--- config.mk ---
export PLATFORM = sky130hd
export DESIGN_NAME = bmf_outq
export DESIGN_NICKNAME = d
export VERILOG_FILES = /design/src/rtl/bmf_pkg.sv /design/src/rtl/bmf_outq.sv
export SDC_FILE = /design/constraint.sdc
export NUM_CORES = 1
export LEC_CHECK = 0
export ABC_AREA = 0
export BUFFER_PORTS_ARGS = -buffer_cell sky130_fd_sc_hd__buf_4
export CAP_MARGIN = 0
export CORE_MARGIN = 3
export CORE_UTILIZATION = 40
export CTS_BUF_LIST = sky130_fd_sc_hd__clkbuf_8
export DETAILED_ROUTE_END_ITERATION = 16
export RECOVER_POWER = 100
export SLEW_MARGIN = 20
export SYNTH_ARGS = -nofsm -noshare
export SYNTH_HDL_FRONTEND = slang
export SYNTH_SLANG_ARGS = --single-unit
--- constraint.sdc ---
create_clock -name aclk -period 9.6 [get_ports aclk]
set_clock_uncertainty 0.2 [all_clocks]
set_input_delay 0.96 -clock aclk [delete_from_list [all_inputs] [get_ports aclk]]
set_output_delay 0.96 -clock aclk [all_outputs]
set_load 0.1 [all_outputs]
--- src/rtl/bmf_pkg.sv ---
`default_nettype none

package bmf_pkg;

    // Data and position widths
    localparam int PIX_W      = 8;
    localparam int ROW_W      = 12;
    localparam int OCOL_W     = 10;
    localparam int RCNT_W     = 13;
    localparam int ROW_LIMIT  = 4096;

    // Configuration port
    localparam int CFG_COLS_W = 11;
    localparam int CFG_ROWS_W = 13;
    localparam int CFG_DATA_W = 13;
    localparam int CFG_IDX_W  = 1;
    localparam logic [CFG_IDX_W-1:0] REG_NUM_COLS = 1'd0;
    localparam logic [CFG_IDX_W-1:0] REG_NUM_ROWS = 1'd1;
    localparam logic [CFG_COLS_W-1:0] NUM_COLS_RST = 11'd480;
    localparam logic [CFG_ROWS_W-1:0] NUM_ROWS_RST = 13'd640;

    // Default line length
    localparam int MAX_COLS_DEF = 1024;

    // Mean by nine: floor(sum / 9) == (sum * 7282) >> 16 for sum <= 2295
    localparam int SUM_W       = 12;
    localparam int RECIP_W     = 13;
    localparam logic [RECIP_W-1:0] RECIP_9 = 13'd7282;
    localparam int RECIP_SHIFT = 16;

    // Result group queue
    localparam int OQ_DEPTH = 8;
    localparam int OQ_PTR_W = 3;
    localparam int OQ_CNT_W = 4;

    typedef struct packed {
        logic has_a;   // output one row up, one column left
        logic mean;    // that output is a full 3x3 mean
        logic has_b;   // output one row up at the last column
        logic has_c;   // output the pixel itself on the last row
    } flags_t;

    typedef struct packed {
        logic [PIX_W-1:0]  value;
        logic [ROW_W-1:0]  row;
        logic [OCOL_W-1:0] col;
    } result_t;

    typedef struct packed {
        result_t [2:0] slot;   // slot 0 leaves first
        logic    [1:0] cnt;    // 1..3 results in use
    } group_t;

endpackage

`default_nettype wire

--- src/rtl/bmf_outq.sv ---
`default_nettype none

module bmf_outq
    import bmf_pkg::*;
(
    input  wire logic                aclk,
    input  wire logic                aresetn,
    input  wire logic                push,
    input  wire group_t              push_grp,
    output logic      [OQ_CNT_W-1:0] count,
    output logic                     m_valid,
    input  wire logic                m_ready,
    output logic      [PIX_W-1:0]    m_value,
    output logic      [ROW_W-1:0]    m_out_row,
    output logic      [OCOL_W-1:0]   m_out_col,
    output logic                     m_last
);

    group_t                mem_reg [0:OQ_DEPTH-1];
    logic [OQ_PTR_W-1:0]   wr_ptr_reg, rd_ptr_reg;
    logic [OQ_CNT_W-1:0]   count_reg, count_next;
    logic [1:0]            sub_reg, sub_next;
    group_t                head;
    result_t               cur;
    logic                  take, pop;

    // Present the current result of the head group
    always_comb begin
        head      = mem_reg[rd_ptr_reg];
        cur       = head.slot[sub_reg];
        m_valid   = count_reg != '0;
        m_value   = cur.value;
        m_out_row = cur.row;
        m_out_col = cur.col;
        m_last    = sub_reg == (head.cnt - 2'd1);
        take      = m_valid && m_ready;
        pop       = take && m_last;
        sub_next  = take ? (m_last ? 2'd0 : sub_reg + 2'd1) : sub_reg;
        count_next = count_reg + OQ_CNT_W'(push) - OQ_CNT_W'(pop);
    end

    assign count = count_reg;

    always_ff @(posedge aclk) begin
        if (!aresetn) begin
            wr_ptr_reg <= '0;
            rd_ptr_reg <= '0;
            count_reg  <= '0;
            sub_reg    <= '0;
        end else begin
            if (push) begin
                wr_ptr_reg <= wr_ptr_reg + OQ_PTR_W'(1);
            end
            if (pop) begin
                rd_ptr_reg <= rd_ptr_reg + OQ_PTR_W'(1);
            end
            count_reg <= count_next;
            sub_reg   <= sub_next;
        end
    end

    // Hold group payloads
    always_ff @(posedge aclk) begin
        if (push) begin
            mem_reg[wr_ptr_reg] <= push_grp;
        end
    end

endmodule

`default_nettype wire

Word level (Yosys, flattened, before mapping):

Memory sizes are Yosys's and may differ from the RTL's. A register that Yosys moved wholly into a read port is not among the register bits.
Cells that the tools add are included.
Widths: inputs -> output; s select.

* register bits: 12
* latch bits: 0
* bits in writable memories: 736
* ROM bits: 0
* bits of input ports: 96
* memories kept: 1

* add/sub/neg operators: 6
* multipliers: 0
* divide/modulo/power cells: 0
* order comparisons: 1
* equal/unequal tests: 1
* shifts and indexed selects: 0
* mux-type cells: 7
* bitwise gates (word level): 0
* reduce and logical (&&, ||, !) cells: 3

Memory list
* mem_reg: depth 8, bits a word 92, read ports 1, clocked after Yosys merged registers in 1, write ports 1, line bmf_outq.sv:19 `group_t mem_reg [0:OQ_DEPTH-1];`

Operators with widths (count)
* $bmux 30 s2: 1
* $mux 30: 1
* $add 3x1->3 const B: 2
* $mux 3: 2
* $add 4x1->4: 1
* $reduce_bool 4->1: 1
* $sub 4x1->4: 1
* $lt 2x3->1 const B: 1
* $add 2x1->2 const B: 1
* $eq 2x2->1: 1
* $logic_and 1x1->1: 2
* $mux 1: 2
* $mux 2: 1
* $sub 2x1->2 const B: 1

Longest topological paths before layout:

Gate-level depths: netlist of run 1.

* word-level depth: 5
* depth in mapped cells: 12
* depth with buffers taken out: 12

Least setup slack after synthesis of run 1:

Ideal clock, no wire load.

* kind: input -> register
* start point: input port push
* end point: memory mem_reg[0][0] (netlist name) (enable)
* arrival time: 7.281 ns
* data required time: 8.744 ns
* slack: 1.463 ns
* stages on the path: 2
* buffers on the path: 0
* cells stage by stage: nand2b_1 > nor3_1

* word-level cells in the longest chain between the ends: 2

Ends and longest elaborated chain
* start: declaration: line bmf_outq.sv:8 `input wire logic push,`
* $mux 1: line bmf_outq.sv:64 `if (push) begin`
* $mux 1 (not written as such): line bmf_outq.sv:65 `mem_reg[wr_ptr_reg] <= push_grp;`
* end: declaration: line bmf_outq.sv:19

Every way passes these cells.

Worst setup path after layout of run 1:

* start point: register wr_ptr_reg[0]
* end point: memory mem_reg[1][66] (netlist name) (enable)

RTL lines
* start: declaration: line bmf_outq.sv:20 `logic [OQ_PTR_W-1:0] wr_ptr_reg, rd_ptr_reg;`
* start signal: assignment: line bmf_outq.sv:52 `wr_ptr_reg <= wr_ptr_reg + OQ_PTR_W'(1);`

No word-level cell before the write port.

==> impl_results.md, run 1 <==
- Core box area: 0.0705 mm²
- Synth warn: 0
- Post-cts resize count: 0
- DRT Pass-1 Iters: 5
- Routed length per instance: 24.8 µm
- Violated checks: capacitance limit, slew limit
- Post-DP HPWL: 31400 µm
- Area after DPL: 0.0309 mm²
- Seq/Total Area, Yosys: 78.1%
- Residual overflow from global routing: 0
- Worst EP required: 9.63 ns
- Post-synth net total: 1304
- Critical Setup Path Class: flop to flop
- Skew-Pair Late Insertion Delay: 0.69 ns
- Global route hottest layer: met2
- Post-synth top cells: edfxtp_1, mux4_2, mux2i_1, inv_1, clkbuf_1
- Min cycle time layout: 6.97 ns
- Clk slew on worst S/H paths: 0.06 ns
- Total global-route track usage: 16.6%
- Layout Nets: 1519
- Full die area: 0.0750 mm²
- Final setup vio count: 0
- Util after Layout: 46.1%
- Outcome: finished with violations
- Prevailing post-synth register cell: edfxtp_1
- Largest net degree at the start of global routing: 119
- RSZ-0062 raised after global routing: false
- Clk buf depth: 3
- Fin crit share: 72.6%
- Die W: 274 µm
- Hold Path Class: flop to flop
- First-pass GRT wire length: 91700 µm
- Ys async rst share: 0%
- Max FFs per register: 736
- Flops & latches, synth: 751
- Pwr/cell area: 237 mW/mm²
- Post-Syn Area per Cell: 23.9 µm²
- Hold Slack: 0.273 ns
- DR DRC count: 0
- Worst-margin pin slew: 4.24 ns
- Initial DRC count: 842
- Unique masters post-synth: 35
- Total CTS buffers: 119
- Critical Path Source Type: flop
- Mapped Area: 0.0287 mm²
- Worst slack, placed: 4.95 ns
- Max-cap violations: 16
- Gate Count Post-Synth: 1201
- Post-route antenna net violation count: 0
- Leak Pwr: 9.92 nW
- Yosys top cell area share: 77.0%
- Met3 usage: 4.21%
- Setup TNS Final: 0 ns
- CTS root buf: clkbuf_8
- Hold-fix buffers, CTS: 0
- CTS tree: yes
- Initial Util: 40.7%
- Worst setup slack after layout: 2.63 ns
- Area contributors post-synth: edfxtp_1, mux4_2, mux2i_1, dfxtp_1, o22ai_1
- Clk sinks: 751
- Total number of vias: 13.0k
- Share of cells above drive strength 1: 25.5%
- Global placer's final weighted congestion: 0.701
- Post CTS Setup Buffer Count: 0
- Fmax: 0.143 GHz
- M2 GR Usage: 28.0%
- GRT met1 Usage: 21.3%
- Post-synth top area cell: edfxtp_1
- CTS HTree Levels: 3
- Syn-to-layout area delta: 13.2%
- Normalized max-slew margin: -183%
- CP Max Fanout: 48
- Port bufs: 131
- I/O pin count: 132
- VDD IR max: 176 µV
- Pins Over Slew Limit: 724
- Number of synthesized flops with an enable pin: 736
- Crit path arrival time: 7.01 ns
- Vias in the first global route: 14.3k
- Chip height: 274 µm
- Vias/cell: 5.29
- Final Hold Fails: 0
- Rows: 97
- Fillers: 5896
- Final Cell Area: 0.0325 mm²
- Routed wire length: 60800 µm
- Most numerous cell in the Yosys netlist: edfxtp_1
- Setup crit end kind: flop
- Initial antenna violation count: 12
final timing paths:
kind | depth (start not counted) | slack [ns] | startpoint | endpoint
hold reg to reg | 2 | 0.27 | rd_ptr_reg[2] | flop
setup reg to reg | 4 | 2.63 | wr_ptr_reg[0] | mem_reg[1][66]
setup / recovery | 4 | 2.63 | wr_ptr_reg[0] | mem_reg[1][66]
hold / removal | 2 | 0.27 | rd_ptr_reg[2] | flop
power breakdown:
part           total (mW)  leakage, nW  internal (mW)  switching (mW)
Combinational        1.46         1.83          0.437            1.02
Clock                2.48         1.28           1.29            1.19
Sequential           3.76         6.81           3.70          0.0570
Total                7.70         9.92           5.43            2.27
metrics by stage:
step | power [mW] | instances
2_1_floorplan | 5.01 | 1201
3_3_place_gp | 5.39 | 2234
3_5_place_dp | 5.40 | 2234
4_1_cts | 7.90 | 2443
5_1_grt | 8.04 | 2445
6_report | 7.70 | 2449
worst max-delay path, cell delays in order (launching register included):
cell      delay (ns)
dfxtp_1         0.46
nand2b_1        0.15
nor2_1          0.96
clkbuf_1        2.73
clkbuf_1        1.98
logic make-up after synthesis:
kind of cell | share of synthesized area (%)
AO/OA/AOI/OAI | 0.828
adder cells (fa/ha/maj) | 0.331
buffers and inverters | 1.45
AND/OR/NAND/NOR | 0.772
multiplexers | 18.3
flip-flops | 78.1
XOR/XNOR | 0.240
cell type report:
class | count | area (µm²) | share of cell area (%)
Sequential cell | 751 | 22400 | 69.0
Multi-Input combinational cell | 353 | 5900 | 18.2
Clock buffer | 120 | 1650 | 5.09
Inverter | 35 | 131 | 0.405
Antenna cell | 5 | 12.5 | 0.0385
Timing Repair Buffer | 156 | 683 | 2.10
Clock inverter | 89 | 508 | 1.56
Tap cell | 940 | 1180 | 3.62
placed cells by master (no fill, tap or decap), types with 2 or more instances in the layout:
| cell | instances |
|---|---|
| clkbuf_8 | 120 |
| dfxtp_1 | 11 |
| inv_1 | 78 |
| bufinv_16 | 5 |
| ha_1 | 6 |
| mux2i_1 | 47 |
| nor3_1 | 3 |
| clkinv_2 | 17 |
| mux4_2 | 212 |
| nor2_1 | 2 |
| buf_12 | 2 |
| and2_1 | 3 |
| a21oi_1 | 3 |
| xnor2_1 | 3 |
| clkbuf_1 | 142 |
| o21ai_0 | 2 |
| xor2_1 | 4 |
| buf_4 | 11 |
| clkinv_1 | 20 |
| nand2_1 | 10 |
| diode_2 | 5 |
| and2_0 | 4 |
| nand2b_1 | 5 |
| o22ai_1 | 30 |
| nor2_4 | 5 |
| edfxtp_1 | 736 |
| and3_1 | 2 |
| dfxtp_4 | 3 |
metal layers:
metal  wire length [µm]  share of wire [%]  vias up
met1              24600                 40     6936
met2              31200                 51      349
met5                 84               0.14        -
met3               3960                6.5       94
li1                   -                  -     5561
met4               1000                1.6       14
No activity file was read; power rests on OpenSTA's default activity.
==> run 2: changes to the inputs <==
Clock period 9.6 ns to 6.9 ns, I/O delays scaled along.
==> run 2 against run 1 <==
Sequential cell count unchanged. Clock-buffer cell count decreased by 1. Highest routed layer unchanged. Worst setup slack got worse by 1.5 ns. Largest cell class unchanged. The run still ends with capacitance limit, slew limit left.
==> impl_results.md, run 2 (same netlist as run 1, synthesis figures left out) <==
- RSZ-0062 raised after global routing: false
- Global placer's final weighted congestion: 0.703
- Setup TNS Final: 0 ns
- Fmax: 0.173 GHz
- CTS HTree Levels: 3
- Clk buf depth: 3
- Post-DP HPWL: 30900 µm
- R2r setup slk: 1.52 ns
- Post-route antenna net violation count: 0
- Area after DPL: 0.0309 mm²
- Max FFs per register: 736
- Total CTS buffers: 117
- Final setup vio count: 0
- Largest net degree at the start of global routing: 97
- Pwr/cell area: 319 mW/mm²
- Setup crit end kind: output pin
- Leak Pwr: 10.3 nW
- Max-cap violations: 19
- Post-cts resize count: 0
- Routed wire length: 60200 µm
- Min cycle time layout: 5.78 ns
- Critical Setup Path Class: flop to output pin
- Initial antenna violation count: 7
- Critical Path Source Type: flop
- Clk sinks: 751
- DR DRC count: 0
- Violated checks: capacitance limit, slew limit
- Worst EP required: 6.01 ns
- Crit path arrival time: 4.89 ns
- Vias/cell: 5.24
- Total global-route track usage: 16.5%
- Worst-margin pin slew: 4.25 ns
- Pins Over Slew Limit: 778
- Chip height: 274 µm
- Layout Nets: 1612
- Syn-to-layout area delta: 16.2%
- Full die area: 0.0750 mm²
- Die W: 274 µm
- CTS tree: yes
- Hold Path Class: primary input to flop
- Final Cell Area: 0.0334 mm²
- DRT Pass-1 Iters: 5
- First-pass GRT wire length: 92200 µm
- Total number of vias: 13.3k
- Routed length per instance: 23.6 µm
- Final Hold Fails: 0
- Initial DRC count: 1111
- Most frequent cells in the layout: edfxtp_1, mux4_2, clkbuf_1, clkbuf_8, dlygate4sd3_1
- Core box area: 0.0705 mm²
- Port bufs: 131
- Clk slew on worst S/H paths: 0.06 ns
- CTS root buf: clkbuf_8
- Initial Util: 40.7%
- Commonest non-fill, non-tap cell in the layout: edfxtp_1
- Normalized max-slew margin: -184%
- Skew-Pair Late Insertion Delay: 0.71 ns
- VDD IR max: 178 µV
- Share of cells above drive strength 1: 24.3%
- Fillers: 5822
- Vias in the first global route: 14.6k
- I/O pin count: 132
- Outcome: finished with violations
- CP Max Fanout: 22
- Rows: 97
- Residual overflow from global routing: 0
- Fin crit share: 83.8%
==> run 2: worst max-delay path: stages, from the launching register on <==
cell	delay (ns)
dfxtp_4	0.59
buf_4	0.59
nand2b_1	0.70
clkbuf_1	1.43
o22ai_1	0.24
clkbuf_1	0.60
==> run 2: path summary, 6_finish.rpt <==
kind	from	endpoint	cells after the start
worst min-delay path	aresetn	sub_reg[0]	2
worst max register to register	wr_ptr_reg[0]	mem_reg[1][36]	3
worst max-delay path	sub_reg[0]	m_value[3]	5
worst min register to register	rd_ptr_reg[2]	rd_ptr_reg[2]	2
==> run 2: power breakdown <==
group / switching (mW) / total [mW] / internal, mW
clock network: 1.64 / 3.31 / 1.67
registers: 0.0813 / 5.24 / 5.16
logic: 1.44 / 2.09 / 0.655
total: 3.16 / 10.6 / 7.49
==> run 2: what timing repair did <==
action | in CTS | in global routing
endpoints found under the hold margin | 736 | 0
setup endpoints to repair | 0 | 0
buffers inserted | 0 | 0
hold buffers | 92 | 0
==> run 2: stage by stage <==
| stage | util [%] | hold slack [ns] | worst slack, ns | cells | total power, mW |
|---|---|---|---|---|---|
| final | 47.3 | 0.143 | 1.12 | 2545 | 10.6 |
| after global placement | 43.8 | 0.263 | 2.57 | 2238 | 7.50 |
| after global routing | 47.3 | 0.113 | 0.918 | 2541 | 11.1 |
| after CTS | 48.1 | 0.0696 | 1.94 | 2539 | 10.9 |
| after detailed placement | 43.8 | 0.261 | 2.57 | 2238 | 7.52 |
| after floorplan | - | 0.252 | 1.50 | 1201 | 6.97 |
==> run 2: final cells by class <==
class / instances / area, µm² / area share [%]
clock inverters: 90 / 447 / 1.34
well taps: 940 / 1180 / 3.53
repair buffers: 251 / 1630 / 4.88
flip-flops and latches: 751 / 22400 / 67.2
inverters: 35 / 131 / 0.394
clock buffers: 119 / 1640 / 4.91
diodes: 6 / 15.0 / 0.0450
multi-input cells: 353 / 5910 / 17.7
==> run 2: per-layer routing <==
layer  vias to the layer above  GRT usage, %  part of all wire (%)
met2                       326          27.7                    50
met5                         -             0                 0.068
li1                       5753             -                     -
met4                         6          4.75                   1.9
met3                       102          3.25                   5.0
met1                      7137          22.1                    43
==> run 3: changes to the inputs <==
Settings changed: ABC_AREA 0 to 1.
Clock period 6.9 ns to 5.06 ns, I/O delays scaled along.
==> run 3 against run 2 <==
First-iteration DRC count grew 24%. Power grew 67%. Synthesized cell count grew 77%. Highest routed layer is now met4. Sequential share of layout area shrank 0.76 points. Hold slack gained 0.15 ns. The run still ends with capacitance limit, slew limit left.
==> impl_results.md, run 3 <==
- Gate Count Post-Synth: 2121
- Rows: 98
- Critical Path Source Type: primary input
- CP Max Fanout: 55
- Global route hottest layer: met2
- Met3 usage: 3.48%
- Pwr/cell area: 526 mW/mm²
- Vias/cell: 5.47
- Initial Util: 40.7%
- Layout Cells excl Fill: 3393
- Ys async rst share: 0%
- Fillers: 6456
- Total CTS buffers: 116
- CTS HTree Levels: 3
- Worst path max stage delay: 1.99 ns
- Worst setup slack after layout: 0.419 ns
- Post-route antenna net violation count: 0
- Prevailing post-synth register cell: edfxtp_1
- Post-synth top area cell: edfxtp_1
- Most numerous cell in the Yosys netlist: edfxtp_1
- Hold Path Class: flop to flop
- Total global-route track usage: 19.4%
- Port bufs: 131
- Unique masters post-synth: 32
- Routed wire length: 75700 µm
- DP Cell Count: 3082
- Clk sinks: 751
- M2 GR Usage: 31.3%
- Post-synth top cells: edfxtp_1, nor2_1, o21ai_0, nand2_1, o221ai_1
- Hold Slack: 0.298 ns
- Chip height: 277 µm
- Worst EP required: 5.17 ns
- Share of cells above drive strength 1: 8.95%
- Full die area: 0.0766 mm²
- Critical-path cell list: dlygate4sd3_1, clkbuf_1, nand2_1, nor2_1, clkbuf_4
- DRT Pass-1 Iters: 5
- Syn-to-layout area delta: 15.0%
- Most frequent cells in the layout: edfxtp_1, nor2_1, o21ai_0, nand2_1
- Synth warn: 0
- Normalized max-slew margin: -120%
- CTS root buf: clkbuf_8
- Leak Pwr: 11.0 nW
- Worst-margin pin slew: 3.30 ns
- I/O pin count: 132
- Largest net degree at the start of global routing: 202
- Final Cell Area: 0.0337 mm²
- Setup crit end kind: flop
- Util after Layout: 46.8%
- Clk slew on worst S/H paths: 0.06 ns
- Pins Over Slew Limit: 456
- Crit path arrival time: 4.75 ns
- Post-DP HPWL: 39100 µm
- Worst slack, placed: 1.23 ns
- Critical Setup Path Class: primary input to flop
- Fmax: 0.215 GHz
- Post-Syn Area per Cell: 13.8 µm²
- Vias in the first global route: 18.7k
- DR DRC count: 0
- Area after DPL: 0.0312 mm²
- Max FFs per register: 736
- Outcome: finished with violations
- Clk buf depth: 3
- Initial DRC count: 1374
- CTS tree: yes
- Slowest CP cell: nor2_1
- Routed length per instance: 22.3 µm
- Skew-Pair Late Insertion Delay: 0.70 ns
- Flops & latches, synth: 751
- Area contributors post-synth: edfxtp_1, o21ai_0, nor2_1, o221ai_1, nand2_1
- Number of synthesized flops with an enable pin: 736
- Residual overflow from global routing: 0
- GRT met1 Usage: 26.6%
- Violated checks: capacitance limit, slew limit
- Max-cap violations: 11
- Layout Nets: 2448
- Yosys top cell area share: 75.4%
- RSZ-0062 raised after global routing: false
- Post-synth net total: 2224
- Initial antenna violation count: 6
- VDD IR max: 795 µV
- Fin crit share: 91.7%
- Die W: 277 µm
- Global placer's final weighted congestion: 0.747
- Commonest non-fill, non-tap cell in the layout: edfxtp_1
- First-pass GRT wire length: 115000 µm
- Mapped Area: 0.0293 mm²
- Final setup vio count: 0
- Total number of vias: 18.5k
- Final Hold Fails: 0
- Core box area: 0.0721 mm²
- Min cycle time layout: 4.64 ns
- Seq/Total Area, Yosys: 76.4%
[run 3: area by class of cell]
class | count | area, µm² | area share, %
repair buffers | 260 | 1830 | 5.42
flip-flops and latches | 751 | 22400 | 66.4
clock inverters | 94 | 470 | 1.39
multi-input cells | 1184 | 6090 | 18.0
inverters | 32 | 130 | 0.386
clock buffers | 116 | 1600 | 4.73
well taps | 950 | 1190 | 3.52
diodes | 6 | 15.0 | 0.0445
[run 3: routing by layer]
metal  part of all wire [%]  up-vias
met5                      0        -
met2                     48      609
li1                       -     8514
met3                    5.7      102
met4                    2.3        0
met1                     44     9319
[run 3: stage by stage]
step	power, mW	setup TNS [ns]
floorplan	11.7	-143.71
global placement	13.3	0
detailed placement	13.4	0
CTS	18.0	0
global route	18.6	0
finish	17.7	0
[run 3: path summary, 6_finish.rpt]
path | start | end | slack [ns] | depth (start not counted)
min reg2reg | rd_ptr_reg[2] | flop | 0.30 | 2
min | rd_ptr_reg[2] | flop | 0.30 | 2
max reg2reg | wr_ptr_reg[0] | mem_reg[7][70] | 0.62 | 3
max | push | mem_reg[7][70] | 0.42 | 5
[run 3: critical path, delay by kind of cell]
family,cells,cell delay [ns]
buffers and inverters,3,1.98
and+or+nand+nor,2,2.18
[run 3: cell families (layout without fill, tap and decap cells)]
family | after synthesis | after routing | share of synthesized area [%]
adder cells (fa/ha/maj) | 7 | 7 | 0.324
other | 0 | 6 | 0
buffers and inverters | 186 | 502 | 2.89
XOR/XNOR | 3 | 3 | 0.0896
AO/OA/AOI/OAI | 615 | 615 | 12.8
AND/OR/NAND/NOR | 559 | 559 | 7.50
flip-flops | 751 | 751 | 76.4
[run 3: what timing repair did]
| action | 4_1_cts | 5_1_grt |
|---|---|---|
| endpoints found under the setup margin | 0 | 0 |
| buffers inserted | 0 | 0 |
| endpoints found under the hold margin | 751 | 0 |
| gates resized for setup | 0 | 0 |
| hold buffers | 95 | 0 |
[run 3: where the power goes]
group	internal, mW	switching [mW]
logic	1.27	4.85
clock network	2.24	2.30
registers	7.01	0.0748
total	10.5	7.22
