## src/rtl/bmf_pkg.sv

```systemverilog
`default_nettype none

package bmf_pkg;

    // Data and position widths
    localparam int PIX_W      = 8;
    localparam int ROW_W      = 12;
    localparam int OCOL_W     = 10;
    localparam int RCNT_W     = 13;
    localparam int ROW_LIMIT  = 4096;

    // Configuration port
    localparam int CFG_COLS_W = 11;
    localparam int CFG_ROWS_W = 13;
    localparam int CFG_DATA_W = 13;
    localparam int CFG_IDX_W  = 1;
    localparam logic [CFG_IDX_W-1:0] REG_NUM_COLS = 1'd0;
    localparam logic [CFG_IDX_W-1:0] REG_NUM_ROWS = 1'd1;
    localparam logic [CFG_COLS_W-1:0] NUM_COLS_RST = 11'd480;
    localparam logic [CFG_ROWS_W-1:0] NUM_ROWS_RST = 13'd640;

    // Default line length
    localparam int MAX_COLS_DEF = 1024;

    // Mean by nine: floor(sum / 9) == (sum * 7282) >> 16 for sum <= 2295
    localparam int SUM_W       = 12;
    localparam int RECIP_W     = 13;
    localparam logic [RECIP_W-1:0] RECIP_9 = 13'd7282;
    localparam int RECIP_SHIFT = 16;

    // Result group queue
    localparam int OQ_DEPTH = 8;
    localparam int OQ_PTR_W = 3;
    localparam int OQ_CNT_W = 4;

    typedef struct packed {
        logic has_a;   // output one row up, one column left
        logic mean;    // that output is a full 3x3 mean
        logic has_b;   // output one row up at the last column
        logic has_c;   // output the pixel itself on the last row
    } flags_t;

    typedef struct packed {
        logic [PIX_W-1:0]  value;
        logic [ROW_W-1:0]  row;
        logic [OCOL_W-1:0] col;
    } result_t;

    typedef struct packed {
        result_t [2:0] slot;   // slot 0 leaves first
        logic    [1:0] cnt;    // 1..3 results in use
    } group_t;

endpackage

`default_nettype wire

```

## src/rtl/bmf_pos.sv

```systemverilog
`default_nettype none

module bmf_pos
    import bmf_pkg::*;
#(
    parameter int MAX_COLS = MAX_COLS_DEF
) (
    input  wire logic                        aclk,
    input  wire logic                        aresetn,
    input  wire logic [CFG_COLS_W-1:0]       num_cols,
    input  wire logic [CFG_ROWS_W-1:0]       num_rows,
    input  wire logic                        accept,
    input  wire logic                        start_of_frame,
    output logic      [ROW_W-1:0]            row,
    output logic      [$clog2(MAX_COLS)-1:0] col,
    output flags_t                           flags
);

    localparam int COL_W  = $clog2(MAX_COLS);
    localparam int CLEN_W = $clog2(MAX_COLS + 1);
    localparam int CMP_W  = (CLEN_W > CFG_COLS_W) ? CLEN_W : CFG_COLS_W;

    logic [ROW_W-1:0]  row_reg, row_next;
    logic [COL_W-1:0]  col_reg, col_next;
    logic [CMP_W-1:0]  cols_ext, cols_eff, col_inc;
    logic [RCNT_W-1:0] rows_eff, row_adv, row_inc;
    logic [ROW_W-1:0]  row_base;
    logic [COL_W-1:0]  col_base;
    logic              col_wrap, col_last, row_last;

    // Clamp the frame size to the supported range
    always_comb begin
        cols_ext = CMP_W'(num_cols);
        if (cols_ext == '0) begin
            cols_eff = CMP_W'(1);
        end else if (cols_ext > CMP_W'(MAX_COLS)) begin
            cols_eff = CMP_W'(MAX_COLS);
        end else begin
            cols_eff = cols_ext;
        end
        if (num_rows == '0) begin
            rows_eff = RCNT_W'(1);
        end else if (RCNT_W'(num_rows) > RCNT_W'(ROW_LIMIT)) begin
            rows_eff = RCNT_W'(ROW_LIMIT);
        end else begin
            rows_eff = RCNT_W'(num_rows);
        end
    end

    // Resolve the position of this request
    always_comb begin
        row_base = start_of_frame ? '0 : row_reg;
        col_base = start_of_frame ? '0 : col_reg;
        col_wrap = CMP_W'(col_base) >= cols_eff;
        row_adv  = col_wrap ? (RCNT_W'(row_base) + RCNT_W'(1)) : RCNT_W'(row_base);
        col      = col_wrap ? '0 : col_base;
        row      = (row_adv >= rows_eff) ? '0 : row_adv[ROW_W-1:0];

        col_inc  = CMP_W'(col) + CMP_W'(1);
        row_inc  = RCNT_W'(row) + RCNT_W'(1);
        col_last = col_inc >= cols_eff;
        row_last = row_inc >= rows_eff;

        flags.has_a = (row != '0) && (col != '0);
        flags.mean  = (row >= ROW_W'(2)) && (col >= COL_W'(2));
        flags.has_b = (row != '0) && col_last;
        flags.has_c = row_last;

        // Advance, wrapping at the row and frame ends
        if (col_last) begin
            col_next = '0;
            row_next = row_last ? '0 : row_inc[ROW_W-1:0];
        end else begin
            col_next = col_inc[COL_W-1:0];
            row_next = row;
        end
    end

    always_ff @(posedge aclk) begin
        if (!aresetn) begin
            row_reg <= '0;
            col_reg <= '0;
        end else if (accept) begin
            row_reg <= row_next;
            col_reg <= col_next;
        end
    end

endmodule

`default_nettype wire

```

## config.mk

```make
export PLATFORM = sky130hd
export DESIGN_NAME = bmf_pos
export DESIGN_NICKNAME = d
export VERILOG_FILES = /design/src/rtl/bmf_pkg.sv /design/src/rtl/bmf_pos.sv
export SDC_FILE = /design/constraint.sdc
export NUM_CORES = 1
export LEC_CHECK = 0
export BUFFER_PORTS_ARGS = -buffer_cell sky130_fd_sc_hd__buf_2
export CORE_ASPECT_RATIO = 0.75
export CORE_MARGIN = 1
export CORE_UTILIZATION = 50
export CTS_CLUSTER_DIAMETER = 200
export CTS_CLUSTER_SIZE = 25
export DETAILED_ROUTE_END_ITERATION = 10
export PLACE_DENSITY_LB_ADDON = 0.3
export SLEW_MARGIN = 20
export SYNTH_ARGS = -nofsm -noshare
export SYNTH_HDL_FRONTEND = slang
export SYNTH_SLANG_ARGS = --single-unit
```

## constraint.sdc

```tcl
create_clock -name aclk -period 6.7 [get_ports aclk]
set_input_delay 0.335 -clock aclk [delete_from_list [all_inputs] [get_ports aclk]]
set_output_delay 0.335 -clock aclk [all_outputs]
set_load 0.02 [all_outputs]
```

---- After elaboration in Yosys (flattened, before gate mapping) ----
Cells that the tools add are included.
word-level totals
  register bits ........................... 22
  output and inout bits ................... 26
cells by class
  $add $sub $neg .......................... 3
  reduce and logical (&&, ||, !) cells .... 7
  $lt $le $gt $ge ......................... 8
  multiplexer cells ....................... 12
operators by type and width
  operator               number
  $mux 12                4
  $mux 13                3
  $mux 10                3
  $add 12x1->13 const B  2
  $ge 13x13->1           2
  $mux 11                2
  $gt 13x13->1 const B   1
  $logic_not 13->1       1
  $ge 12x2->1 const B    1
  $reduce_bool 12->1     1
  $add 10x1->11 const B  1
  $ge 10x11->1           1
  $ge 11x11->1           1
  $gt 11x11->1 const B   1
  $logic_not 11->1       1
  $ge 10x2->1 const B    1
  $reduce_bool 10->1     1
  $logic_and 1x1->1      3

---- Longest topological paths before layout ----
Gate-level depths: netlist of run 1.
  depth after elaboration ................. 11
  depth in mapped cells ................... 37

---- Least setup slack after synthesis of run 1 ----
Ideal clock, no wire load.
  kind .................................... input -> register
  start ................................... in start_of_frame
  end ..................................... reg row_reg[0]
  cell stages on the path ................. 34
  data arrival time ....................... 7405 ps
  path slack .............................. -791 ps
  path buffers ............................ 5
  library setup time ...................... 86 ps
  required time ........................... 6614 ps
  path through ............................ buf_2 -> buf_1 -> clkbuf_1 -> nand2b_1 -> inv_1 -> ha_1 -> a211oi_1 -> nor3_2 -> a31oi_4 -> buf_6 -> nand2_1 -> xnor2_1 -> ha_1 -> nand2b_1 -> a2111oi_0 -> o41ai_1 -> or2_2 -> buf_2 -> nor2_1 -> ha_1 -> o21ai_0 -> a211oi_1 -> or2_2 -> a311oi_1 -> or2_2 -> ha_1 -> nand3_1 -> nand2_1 -> a21o_1 -> a221oi_1 -> o21ai_1 -> nor2_1 -> mux2i_1 -> a211oi_1
between the ends
  cells in the longest elaborated chain, start to end .. 9
  elaborated cells between the ends (all ways) .. 14
  those cells by class .................... add/sub (3); order compare (4); mux (7)
ends and longest elaborated chain
  what                                           line                          RTL
  start, declared                                bmf_pos.sv:13                 input wire logic start_of_frame,
  $mux 12 or $mux 10 (tied branches)             bmf_pos.sv:52, bmf_pos.sv:53
  $add 12x1->13 or $ge 10x11->1 (tied branches)  bmf_pos.sv:55, bmf_pos.sv:54
  $mux 13 (*)                                    bmf_pos.sv:55                 row_adv = col_wrap ? (RCNT_W'(row_base) + RCNT_W'(1)) : RCNT_W'(row_base);
  $ge 13x13->1                                   bmf_pos.sv:57                 row = (row_adv >= rows_eff) ? '0 : row_adv[ROW_W-1:0];
  $mux 12 (*)                                    bmf_pos.sv:57
  via row[0]                                     bmf_pos.sv:14                 output logic [ROW_W-1:0] row,
  $add 12x1->13 (*)                              bmf_pos.sv:60                 row_inc = RCNT_W'(row) + RCNT_W'(1);
  $ge 13x13->1 (*)                               bmf_pos.sv:62                 row_last = row_inc >= rows_eff;
  via row_last                                   bmf_pos.sv:29                 logic col_wrap, col_last, row_last;
  $mux 12 (*)                                    bmf_pos.sv:72                 row_next = row_last ? '0 : row_inc[ROW_W-1:0];
  $mux 12 (*)                                    bmf_pos.sv:70                 if (col_last) begin
  end signal, assigned                           bmf_pos.sv:84                 row_reg <= row_next;
  end, declared                                  bmf_pos.sv:23                 logic [ROW_W-1:0] row_reg, row_next;
The timed path passes the listed nets; every way through them passes the cells marked *.
A chain may end at the register's enable or synchronous reset.

---- Worst setup path in the final report of run 1 ----
  start ................................... in num_cols[9]
  end ..................................... reg row_reg[0]
between the ends
  cells in the longest elaborated chain, start to end .. 11
  elaborated cells between the ends (all ways) .. 15
  those cells by class .................... add/sub (2); order compare (5); mux (7); reduce/logical (1)
ends and longest elaborated chain
  what             line           RTL
  start, declared  bmf_pos.sv:10  input wire logic [CFG_COLS_W-1:0] num_cols,
  $gt 11x11->1     bmf_pos.sv:36  end else if (cols_ext > CMP_W'(MAX_COLS)) begin
  $mux 11          bmf_pos.sv:36
  $mux 11 (*)      bmf_pos.sv:34  if (cols_ext == '0) begin
  $ge 10x11->1     bmf_pos.sv:54  col_wrap = CMP_W'(col_base) >= cols_eff;
  $mux 13          bmf_pos.sv:55
  $ge 13x13->1     bmf_pos.sv:57
  $mux 12          bmf_pos.sv:57
  $add 12x1->13    bmf_pos.sv:60
  $ge 13x13->1     bmf_pos.sv:62
  $mux 12          bmf_pos.sv:72
  $mux 12 (*)      bmf_pos.sv:70
Mark *: on every way between the ends. The rest lies on a longest branch, timed or not.

==> impl_metrics.env, run 1 <==
export IMPL_route_detailed_wl_per_inst_um=18.02
export IMPL_layout_drive_gt1_share=0.3080
export IMPL_finish_net_count=661
export IMPL_place_hpwl_um=9224
export IMPL_routed_via_density=6.175
export IMPL_final_period_minus_worst_setup_slack_ps=6524
export IMPL_antenna_cells_inserted=0
export IMPL_worst_path_max_fanout=9
export IMPL_worstSetupEndpointType="flip-flop"
export IMPL_pre_cts_ws_ps=-280.9
export IMPL_grt_total_usage=0.3221
export IMPL_ctsHtreeMaxLevel=1
export IMPL_worstPathRequired_ps=6890
export IMPL_p_per_area_mw_per_mm2=93.62
export IMPL_main_flop_type_after_synthesis="dfxtp_1"
export IMPL_ys_top_cells_by_count="nand2_1 (57), ha_1 (54), nor2_1 (45)"
export IMPL_overflow_left_after_global_routing=0
export IMPL_yosys_cell_count_top_type="nand2_1"
export IMPL_area_growth_syn_to_layout_pct=28.68
export IMPL_syn_inst=497
export IMPL_synth_yosys_seq_area_share=0.1225
export IMPL_grt_start_max_net_pins=32
export IMPL_clk_latency_ps=280
export IMPL_gp_congestion=0.9372
export IMPL_drv_slew=0
export IMPL_final_min_period_over_clock_period=0.9738
export IMPL_synth_fp_nets=579
export IMPL_maximum_operating_frequency_ghz=0.1533
export IMPL_path_delay_family="compound AO/OA/AOI/OAI gates"
export IMPL_start_util=0.5212
export IMPL_multiInputGateArea_mm2=0.003241
export IMPL_first_pass_iters=6
export IMPL_setup_viol_count_final=0
export IMPL_via_count=4174
export IMPL_synth_area_per_cell_um2=7.233
export IMPL_post_dp_cell_area_mm2=0.004161
export IMPL_ys_warnings_count=0
export IMPL_largest_register_ff_count=12
export IMPL_ctsLongestPathBuffers=2
export IMPL_detailedRoute_firstIterationViolations=387
export IMPL_worst_hold_slack_ps=414.0
export IMPL_post_synth_top_area_cell="ha_1"
export IMPL_standard_cell_rows=26
export IMPL_filler_cell_count=589
export IMPL_cts_tree="built"
export IMPL_synth_ff_latch_count=22
export IMPL_slowest_stage="a2111oi_4"
export IMPL_cpPeakStageDelay_ps=420
export IMPL_hold_viol=0
export IMPL_yosys_top_cells_area="ha_1 (19%), dfxtp_1 (12%), nand2_1 (6.0%), nor2_1 (4.7%), a21oi_1 (4.5%)"
export IMPL_crit_path_start_kind="input port"
export IMPL_fp_dieW_um=99.91
export IMPL_grt_first_pass_wirelength_um=19050
export IMPL_grt_pass1_vias=3813
export IMPL_fp_dieH_um=75.43
export IMPL_number_of_enable_flip_flop_cells_after_synthesis=0
export IMPL_cts_buffers=3
export IMPL_syn_area_mm2=0.003595
export IMPL_synth_top_cell_area_share=0.1880
export IMPL_cts_clk_slew_worst_paths_ps=100
export IMPL_min_delay_path_class="in -> reg"
export IMPL_ctsRootBufferMaster="clkbuf_8"
export IMPL_worst_endpoint_arrival_ps=6710
export IMPL_finalClockSkew_ps=9.382
export IMPL_worst_slew_pin_transition_ps=767.5
export IMPL_antenna_found_initial=0
export IMPL_post_cts_hold_buffer_count=0
export IMPL_coreArea_mm2=0.006897
export IMPL_die_area_mm2=0.007536
export IMPL_detail_route_antenna_nets=0
export IMPL_p_leak_nw=2.089
export IMPL_timing_setup_critical_path_class="in -> reg"
export IMPL_buffers_and_inverters_on_the_worst_path=6
export IMPL_design_portCount=54
export IMPL_max_slew_margin=0.4844
export IMPL_vdd_ir_drop_worst_uv=87.60
export IMPL_design_area_mm2=0.004626
export IMPL_outcome="completed"
export IMPL_setup_total_negative_slack_ps=0
export IMPL_synth_cell_type_count=65
export IMPL_regArea_um2=444.2
export IMPL_async_flop_share=0
export IMPL_drt_total_wl_um=12180
export IMPL_cts_sinks=22
export IMPL_fin_ws_ps=175.7
export IMPL_detail_route_drc_violations=0
export IMPL_placement_io_buffers=53
export IMPL_max_cap_violations=0
-- area by class of cell --
type	count	area share
tap	98	0.02651
timing repair buffer	102	0.1442
sequential	22	0.09602
clock buffer	4	0.01190
multi-input combinational	425	0.7006
inverter	25	0.02083
-- worst register-to-register path: cells and delay by family (launching register included) --
family,cells,cell delay [ps]
compound gates,11,2360
simple gates,8,1440
fa+ha+maj,4,940
buf+inv,4,580
mux,2,510
flops,1,400
xor+xnor,1,180
-- path summary, 6_finish.rpt --
path              slack [ps]                    start  depth (start not counted)                        to
setup / recovery         180              num_cols[9]                         36   row_reg[0]$_SDFFE_PN0P_
hold / removal           410                  aresetn                          3  row_reg[10]$_SDFFE_PN0P_
setup reg to reg         180  col_reg[8]$_SDFFE_PN0P_                         30   row_reg[0]$_SDFFE_PN0P_
hold reg to reg          470  col_reg[3]$_SDFFE_PN0P_                          2   col_reg[3]$_SDFFE_PN0P_
-- through the flow --
| stage | std cells | util | total power [mW] |
|---|---|---|---|
| 6_report | 676 | 0.6707 | 0.4331 |
| 2_1_floorplan | 497 | - | 0.2515 |
| 5_1_grt | 676 | 0.6707 | 0.4547 |
| 3_3_place_gp | 652 | 0.6034 | 0.2966 |
| 3_5_place_dp | 652 | 0.6034 | 0.3023 |
| 4_1_cts | 663 | 0.6274 | 0.4102 |
-- report_power, final --
group | leakage, nW | total (mW) | switching (mW) | internal (mW)
combinational | 1.88 | 0.186 | 0.110 | 0.0754
sequential | 0.181 | 0.144 | 0.00836 | 0.136
clock | 0.0288 | 0.103 | 0.0507 | 0.0526
total | 2.09 | 0.433 | 0.169 | 0.264
-- placed cells by master, fill, tap and decap left out, types with 9 or more instances in the layout --
cell type and count:
nand3_1 23, xnor2_1 9, nor2b_1 14, nor2_1 37
a21oi_1 28, buf_4 44, dfxtp_1 19, inv_1 21
xor2_1 9, ha_1 50, nand2_1 54, a31oi_1 12
nor3_1 19, nand2b_1 13, o21ai_0 17, buf_2 52
-- cells by family (layout without fill, tap and decap cells) --
logic type | Yosys count | in the layout | synth area share
fa+ha+maj | 54 | 54 | 0.1880
xor+xnor | 23 | 23 | 0.06022
mux | 5 | 5 | 0.01566
compound gates | 119 | 120 | 0.2287
buf+inv | 51 | 131 | 0.06300
flops | 22 | 22 | 0.1225
simple gates | 223 | 223 | 0.3220
-- layer usage --
layer / wire [um] / track usage / vias to the layer above
li1: - / - / 1976
met1: 5660 / 0.4604 / 1984
met2: 5359 / 0.5287 / 191
met3: 999 / 0.04954 / 23
met4: 159 / 0.04085 / 0
met5: 0 / 0 / -
-- repair_timing --
action                                  in CTS  in global routing
gates resized for setup                     10                 46
gates cloned                                 1                  0
buffers inserted                             6                 13
endpoints found under the setup margin       3                 13
pin swaps                                    8                 30
Note: power is estimated with default switching activity, not from simulation.
==> inputs of run 2 (changes only) <==
--- a/config.mk
+++ b/config.mk
@@ -5,13 +5,14 @@
 export SDC_FILE = /design/constraint.sdc
 export NUM_CORES = 1
 export LEC_CHECK = 0
-export BUFFER_PORTS_ARGS = -buffer_cell sky130_fd_sc_hd__buf_2
+export ABC_AREA = 1
 export CORE_ASPECT_RATIO = 0.75
 export CORE_MARGIN = 1
 export CORE_UTILIZATION = 50
 export CTS_CLUSTER_DIAMETER = 200
 export CTS_CLUSTER_SIZE = 25
 export DETAILED_ROUTE_END_ITERATION = 10
+export DONT_BUFFER_PORTS = 1
 export PLACE_DENSITY_LB_ADDON = 0.3
 export SLEW_MARGIN = 20
 export SYNTH_ARGS = -nofsm -noshare
==> run 2 against run 1 <==
Global-route usage is essentially flat. Routed wire length increased by 6.1%. Sequential share of layout area grew 0.92 points. Clock power increased by 21%. Synthesized cell count rose by 33%.
==> impl_metrics.env, run 2 <==
export IMPL_fp_dieW_um=105.0
export IMPL_syn_inst=663
export IMPL_detail_route_drc_violations=0
export IMPL_origin_of_the_critical_flop_to_flop_path="col_reg[6]$_SDFFE_PN0P_"
export IMPL_fin_ws_ps=634.1
export IMPL_grt_first_pass_wirelength_um=20840
export IMPL_final_period_minus_worst_setup_slack_ps=6066
export IMPL_layout_drive_gt1_share=0.1379
export IMPL_setup_viol_count_final=0
export IMPL_gp_congestion=1.020
export IMPL_p_per_area_mw_per_mm2=104.6
export IMPL_ctsRootBufferMaster="clkbuf_8"
export IMPL_worst_slew_pin_transition_ps=540.9
export IMPL_via_count=4388
export IMPL_synth_cell_type_count=40
export IMPL_fp_dieH_um=79.22
export IMPL_synth_area_per_cell_um2=5.996
export IMPL_worst_endpoint_arrival_ps=5730
export IMPL_worstPathRequired_ps=6360
export IMPL_place_hpwl_um=11160
export IMPL_design_portCount=54
export IMPL_post_synth_top_area_cell="nand2_1"
export IMPL_net_switching_power_uw=170.3
export IMPL_slowest_stage="ha_1"
export IMPL_die_area_mm2=0.008315
export IMPL_overflow_left_after_global_routing=0
export IMPL_clock_power_share=0.286
export IMPL_crit_path_start_kind="input port"
export IMPL_timing_hold_worst_start="aresetn"
export IMPL_synth_fp_nets=745
export IMPL_start_util=0.5300
export IMPL_pre_cts_ws_ps=456.4
export IMPL_main_flop_type_after_synthesis="dfxtp_1"
export IMPL_synth_ff_latch_count=22
export IMPL_syn_area_mm2=0.003975
export IMPL_endpoint_of_the_worst_register_to_register_path="row_reg[9]$_SDFFE_PN0P_"
export IMPL_yosys_cell_count_top_type="nand2_1"
export IMPL_drv_slew=0
export IMPL_pwr_share_seq=0.317
export IMPL_vdd_ir_drop_worst_uv=116.6
export IMPL_cpPeakStageDelay_ps=340
export IMPL_cts_tree="built"
export IMPL_worstHoldPathCells=2
export IMPL_cts_buffers=3
export IMPL_first_pass_iters=5
export IMPL_critPathLaunch="num_cols[6]"
export IMPL_synth_yosys_seq_area_share=0.1108
export IMPL_placement_io_buffers=0
export IMPL_async_flop_share=0
export IMPL_final_cell_mix="nand2_1 (184), inv_1 (84), nor2_1 (56)"
export IMPL_post_dp_cell_area_mm2=0.004104
export IMPL_detail_route_antenna_nets=0
export IMPL_grt_pass1_vias=3967
export IMPL_maximum_operating_frequency_ghz=0.1649
export IMPL_area_growth_syn_to_layout_pct=5.256
export IMPL_detailedRoute_firstIterationViolations=531
export IMPL_clk_latency_ps=270
export IMPL_drt_total_wl_um=12920
export IMPL_cts_clk_slew_worst_paths_ps=80
export IMPL_yosys_top_cells_area="nand2_1 (17%), ha_1 (17%), dfxtp_1 (11%), inv_1 (7.9%), nand3_1 (6.9%)"
export IMPL_timing_setup_critical_path_class="in -> out"
export IMPL_cts_sinks=22
export IMPL_worstSetupEndpointType="output port"
export IMPL_reg2regPathDepth=36
export IMPL_antenna_found_initial=0
export IMPL_holdPathEnd="row_reg[1]$_SDFFE_PN0P_"
export IMPL_setup_total_negative_slack_ps=0
export IMPL_ys_top_cells_by_count="nand2_1 (184), inv_1 (84), nor2_1 (57)"
export IMPL_ctsHtreeMaxLevel=1
export IMPL_post_layout_total_power_uw=437.8
export IMPL_worst_path_max_fanout=19
export IMPL_route_detailed_wl_per_inst_um=16.83
export IMPL_ys_warnings_count=0
export IMPL_finish_net_count=750
export IMPL_power_internal_uw=267.5
export IMPL_r2r_setup_slk_ps=890
export IMPL_power_share_combinational=0.396
export IMPL_antenna_cells_inserted=0
export IMPL_layout_commonest_cell="nand2_1"
export IMPL_p_leak_nw=2.109
export IMPL_routed_via_density=5.714
export IMPL_design_area_mm2=0.004184
export IMPL_filler_cell_count=788
export IMPL_critical_path_most_common_cell="nand2_1"
export IMPL_min_delay_path_class="in -> reg"
export IMPL_rsz0062_at_grt="no"
export IMPL_ctsLongestPathBuffers=2
export IMPL_grt_total_usage=0.3217
export IMPL_hold_viol=0
export IMPL_netSwitchingFraction=0.3889
export IMPL_coreArea_mm2=0.007500
export IMPL_synth_top_cell_area_share=0.1737
export IMPL_final_min_period_over_clock_period=0.9054
export IMPL_outcome="completed"
export IMPL_number_of_enable_flip_flop_cells_after_synthesis=0
export IMPL_standard_cell_rows=27
export IMPL_largest_register_ff_count=12
export IMPL_max_cap_violations=0
export IMPL_max_slew_margin=0.6361
export IMPL_finalClockSkew_ps=5.501
export IMPL_worst_hold_slack_ps=159.9
export IMPL_grt_start_max_net_pins=26
export IMPL_setup_bufs_post_cts=0
run 2: cells by family (layout without fill, tap and decap cells):
kind of cell    after synthesis  in the layout  share of synthesized area
xor+xnor                     11             11                    0.02424
fa+ha+maj                    54             54                     0.1700
compound gates               74             74                     0.1010
flops                        22             22                     0.1108
simple gates                388            388                     0.4759
buf+inv                     114            118                     0.1180
run 2: timing repair:
action	in CTS	in global routing
resized for setup	0	2
hold buffers	0	0
setup endpoints to repair	0	7
run 2: layer usage:
metal | track usage | part of all wire | vias up
met3 | 0.1010 | 0.15 | 10
met4 | 0.03662 | 0.0053 | 0
li1 | - | - | 2159
met1 | 0.4902 | 0.47 | 1955
met5 | 0 | 0 | -
met2 | 0.4397 | 0.37 | 264
run 2: area by class of cell:
type	count	area, um2	share of cell area
inverters	104	396.6	0.09480
multi-input cells	527	3074	0.7347
repair buffers	10	75.07	0.01794
clock inverters	1	30.03	0.007177
clock buffers	3	41.29	0.009868
flip-flops and latches	22	440.4	0.1053
well taps	101	126.4	0.03020
run 2: worst max path at each step:
stage	cells past startpoint	slack (ps)	to
after floorplan	42	920	row_reg[10]$_SDFFE_PN0P_
after global placement	41	770	row_reg[7]$_SDFFE_PN0P_
after detailed placement	41	460	row_reg[9]$_SDFFE_PN0P_
after CTS	41	690	row_reg[9]$_SDFFE_PN0P_
after global routing	39	8	flags[0]
final	39	630	flags[0]
run 2: worst max-delay path, delay by kind of cell:
family / cells / cell delay, ps
compound gates: 3 / 330
fa+ha+maj: 4 / 1160
buf+inv: 6 / 570
simple gates: 26 / 3330
run 2: power groups by stage:
| stage | clock, mW | sequential [mW] | combinational [mW] |
|---|---|---|---|
| final | 0.125 | 0.139 | 0.173 |
| after global routing | 0.130 | 0.139 | 0.193 |
| after CTS | 0.125 | 0.139 | 0.169 |
| after detailed placement | 0 | 0.142 | 0.168 |
| after global placement | 0 | 0.142 | 0.166 |
| after floorplan | 0 | 0.139 | 0.133 |
run 2: through the flow:
stage                       util  cells
after floorplan                -    663
after global placement    0.5472    764
after detailed placement  0.5472    764
after CTS                 0.5567    768
after global routing      0.5579    768
final                     0.5579    768
==> inputs of run 3 (changes only) <==
--- a/config.mk
+++ b/config.mk
@@ -8,7 +8,7 @@
 export ABC_AREA = 1
 export CORE_ASPECT_RATIO = 0.75
 export CORE_MARGIN = 1
-export CORE_UTILIZATION = 50
+export CORE_UTILIZATION = 37
 export CTS_CLUSTER_DIAMETER = 200
 export CTS_CLUSTER_SIZE = 25
 export DETAILED_ROUTE_END_ITERATION = 10
==> constraint.sdc (replaced) <==
create_clock -name aclk -period 6 [get_ports aclk]
set_input_delay 0.3 -clock aclk [delete_from_list [all_inputs] [get_ports aclk]]
set_output_delay 0.3 -clock aclk [all_outputs]
set_load 0.02 [all_outputs]
==> run 3 against run 2 <==
Count of clock-buffer cells in the layout rose by 1. Register-to-register slack got worse by 510 ps. Cell area rose by 8.2%. Total power rose by 19%. Clock skew fell by 4.0 ps. Clock power rose by 22%. Worst setup slack got worse by 340 ps. Non-clock buffer count rose by 21. Cell count rose by 7.4%.
==> impl_metrics.env, run 3 (synthesis gave the netlist of run 2 again) <==
export IMPL_cts_sinks=22
export IMPL_worst_slew_pin_transition_ps=581.4
export IMPL_worst_path_max_fanout=11
export IMPL_crit_path_start_kind="input port"
export IMPL_fp_dieH_um=91.77
export IMPL_cts_tree="built"
export IMPL_grt_pass1_vias=3980
export IMPL_detail_route_antenna_nets=0
export IMPL_worstPathRequired_ps=5700
export IMPL_ctsLongestPathBuffers=2
export IMPL_timing_hold_worst_start="aresetn"
export IMPL_max_slew_margin=0.6119
export IMPL_p_leak_nw=2.241
export IMPL_p_per_area_mw_per_mm2=115.0
export IMPL_clk_latency_ps=250
export IMPL_drt_total_wl_um=13710
export IMPL_pre_cts_ws_ps=-43.39
export IMPL_grt_start_max_net_pins=26
export IMPL_fin_ws_ps=292.1
export IMPL_largest_register_ff_count=12
export IMPL_design_portCount=54
export IMPL_regArea_um2=440.4
export IMPL_final_cell_mix="nand2_1 (182), inv_1 (83), nor2_1 (54)"
export IMPL_grt_first_pass_wirelength_um=21070
export IMPL_placed_cells=812
export IMPL_area_growth_syn_to_layout_pct=13.88
export IMPL_ctsHtreeMaxLevel=1
export IMPL_routed_via_density=5.433
export IMPL_cpPeakStageDelay_ps=330
export IMPL_placement_io_buffers=0
export IMPL_post_layout_total_power_uw=520.7
export IMPL_finalClockSkew_ps=1.492
export IMPL_multiInputGateArea_mm2=0.003178
export IMPL_path_delay_family="simple AND/OR/NAND/NOR gates"
export IMPL_gp_congestion=0.9511
export IMPL_worstHoldPathCells=2
export IMPL_detailedRoute_firstIterationViolations=355
export IMPL_via_count=4482
export IMPL_final_period_minus_worst_setup_slack_ps=5708
export IMPL_r2r_setup_slk_ps=380
export IMPL_ctsRootBufferMaster="clkbuf_16"
export IMPL_standard_cell_rows=32
export IMPL_setup_viol_count_final=0
export IMPL_cts_clk_slew_worst_paths_ps=60
export IMPL_antenna_cells_inserted=0
export IMPL_die_area_mm2=0.01117
export IMPL_first_pass_iters=5
export IMPL_outcome="completed"
export IMPL_final_core_utilization=0.4365
export IMPL_coreArea_mm2=0.01037
export IMPL_setup_total_negative_slack_ps=0
export IMPL_final_min_period_over_clock_period=0.9513
export IMPL_reg2regPathDepth=34
export IMPL_critical_path_most_common_cell="nand2_1"
export IMPL_layout_drive_gt1_share=0.1872
export IMPL_timing_setup_critical_path_class="in -> out"
export IMPL_place_hpwl_um=11610
export IMPL_cts_buffers=3
export IMPL_final_cell_count_no_fill=825
export IMPL_antenna_found_initial=0
export IMPL_worst_endpoint_arrival_ps=5410
export IMPL_filler_cell_count=1088
export IMPL_start_util=0.3833
export IMPL_fp_dieW_um=121.7
export IMPL_worstSetupEndpointType="output port"
export IMPL_grt_total_usage=0.2437
export IMPL_maximum_operating_frequency_ghz=0.1752
export IMPL_min_delay_path_class="in -> reg"
export IMPL_finish_net_count=772
export IMPL_buffers_and_inverters_on_the_worst_path=7
export IMPL_layout_commonest_cell="nand2_1"
export IMPL_slowest_stage="ha_1"
export IMPL_drv_slew=0
export IMPL_holdPathEnd="row_reg[1]$_SDFFE_PN0P_"
export IMPL_endpoint_of_the_worst_register_to_register_path="row_reg[4]$_SDFFE_PN0P_"
export IMPL_overflow_left_after_global_routing=0
export IMPL_vdd_ir_drop_worst_uv=193.7
export IMPL_detail_route_drc_violations=0
export IMPL_route_detailed_wl_per_inst_um=16.62
export IMPL_max_cap_violations=0
export IMPL_origin_of_the_critical_flop_to_flop_path="row_reg[0]$_SDFFE_PN0P_"
export IMPL_hold_viol=0
run 3: cell types whose count changed in the layout (fill, tap and decap cells not counted), moves of 3 or more:
cell / before / now
buf_4: 10 / 29
nand3_1: 55 / 49
nand3_2: 4 / 8
nor2_4: 7 / 11
clkbuf_16: 0 / 3
run 3: final cells by class:
cell class / count / area share
Inverter: 104 / 0.08762
Multi-Input combinational cell: 528 / 0.7020
Clock buffer: 4 / 0.01962
Sequential cell: 22 / 0.09729
Tap cell: 136 / 0.03759
Timing Repair Buffer: 31 / 0.05583
run 3: repair_timing:
item | CTS | global route
hold buffers | 0 | 0
setup buffers | 0 | 8
resized for setup | 0 | 27
endpoints found under the setup margin | 0 | 13
run 3: stage by stage:
stage                     instance area [um2]  hold WS, ps
final                                    4527        150.5
after global routing                     4527        151.9
after CTS                                4334        144.9
after detailed placement                 4245        407.2
after global placement                   4245        403.6
after floorplan                          3975        397.6
run 3: worst max path at each step:
stage / startpoint / end / slack [ps] / cells past startpoint
4_1_cts: num_cols[6] / flags[0] / 180 / 38
3_5_place_dp: num_cols[6] / row_reg[3]$_SDFFE_PN0P_ / -40 / 40
3_3_place_gp: num_cols[3] / row_reg[6]$_SDFFE_PN0P_ / 90 / 42
6_report: num_cols[3] / flags[0] / 290 / 39
5_1_grt: num_cols[3] / flags[0] / -130 / 39
2_1_floorplan: num_cols[3] / row_reg[10]$_SDFFE_PN0P_ / 250 / 42
run 3: per-layer routing:
metal	track usage	vias to the layer above	wire, um
met2	0.3513	198	5542
met5	0	-	0
met3	0.04664	18	1225
li1	-	2211	-
met1	0.3807	2055	6850
met4	0.01235	0	97
run 3: power by group:
| group | switching [mW] | total, mW | internal [mW] |
|---|---|---|---|
| Sequential | 0.00523 | 0.155 | 0.150 |
| Clock | 0.0514 | 0.153 | 0.102 |
| Combinational | 0.141 | 0.212 | 0.0713 |
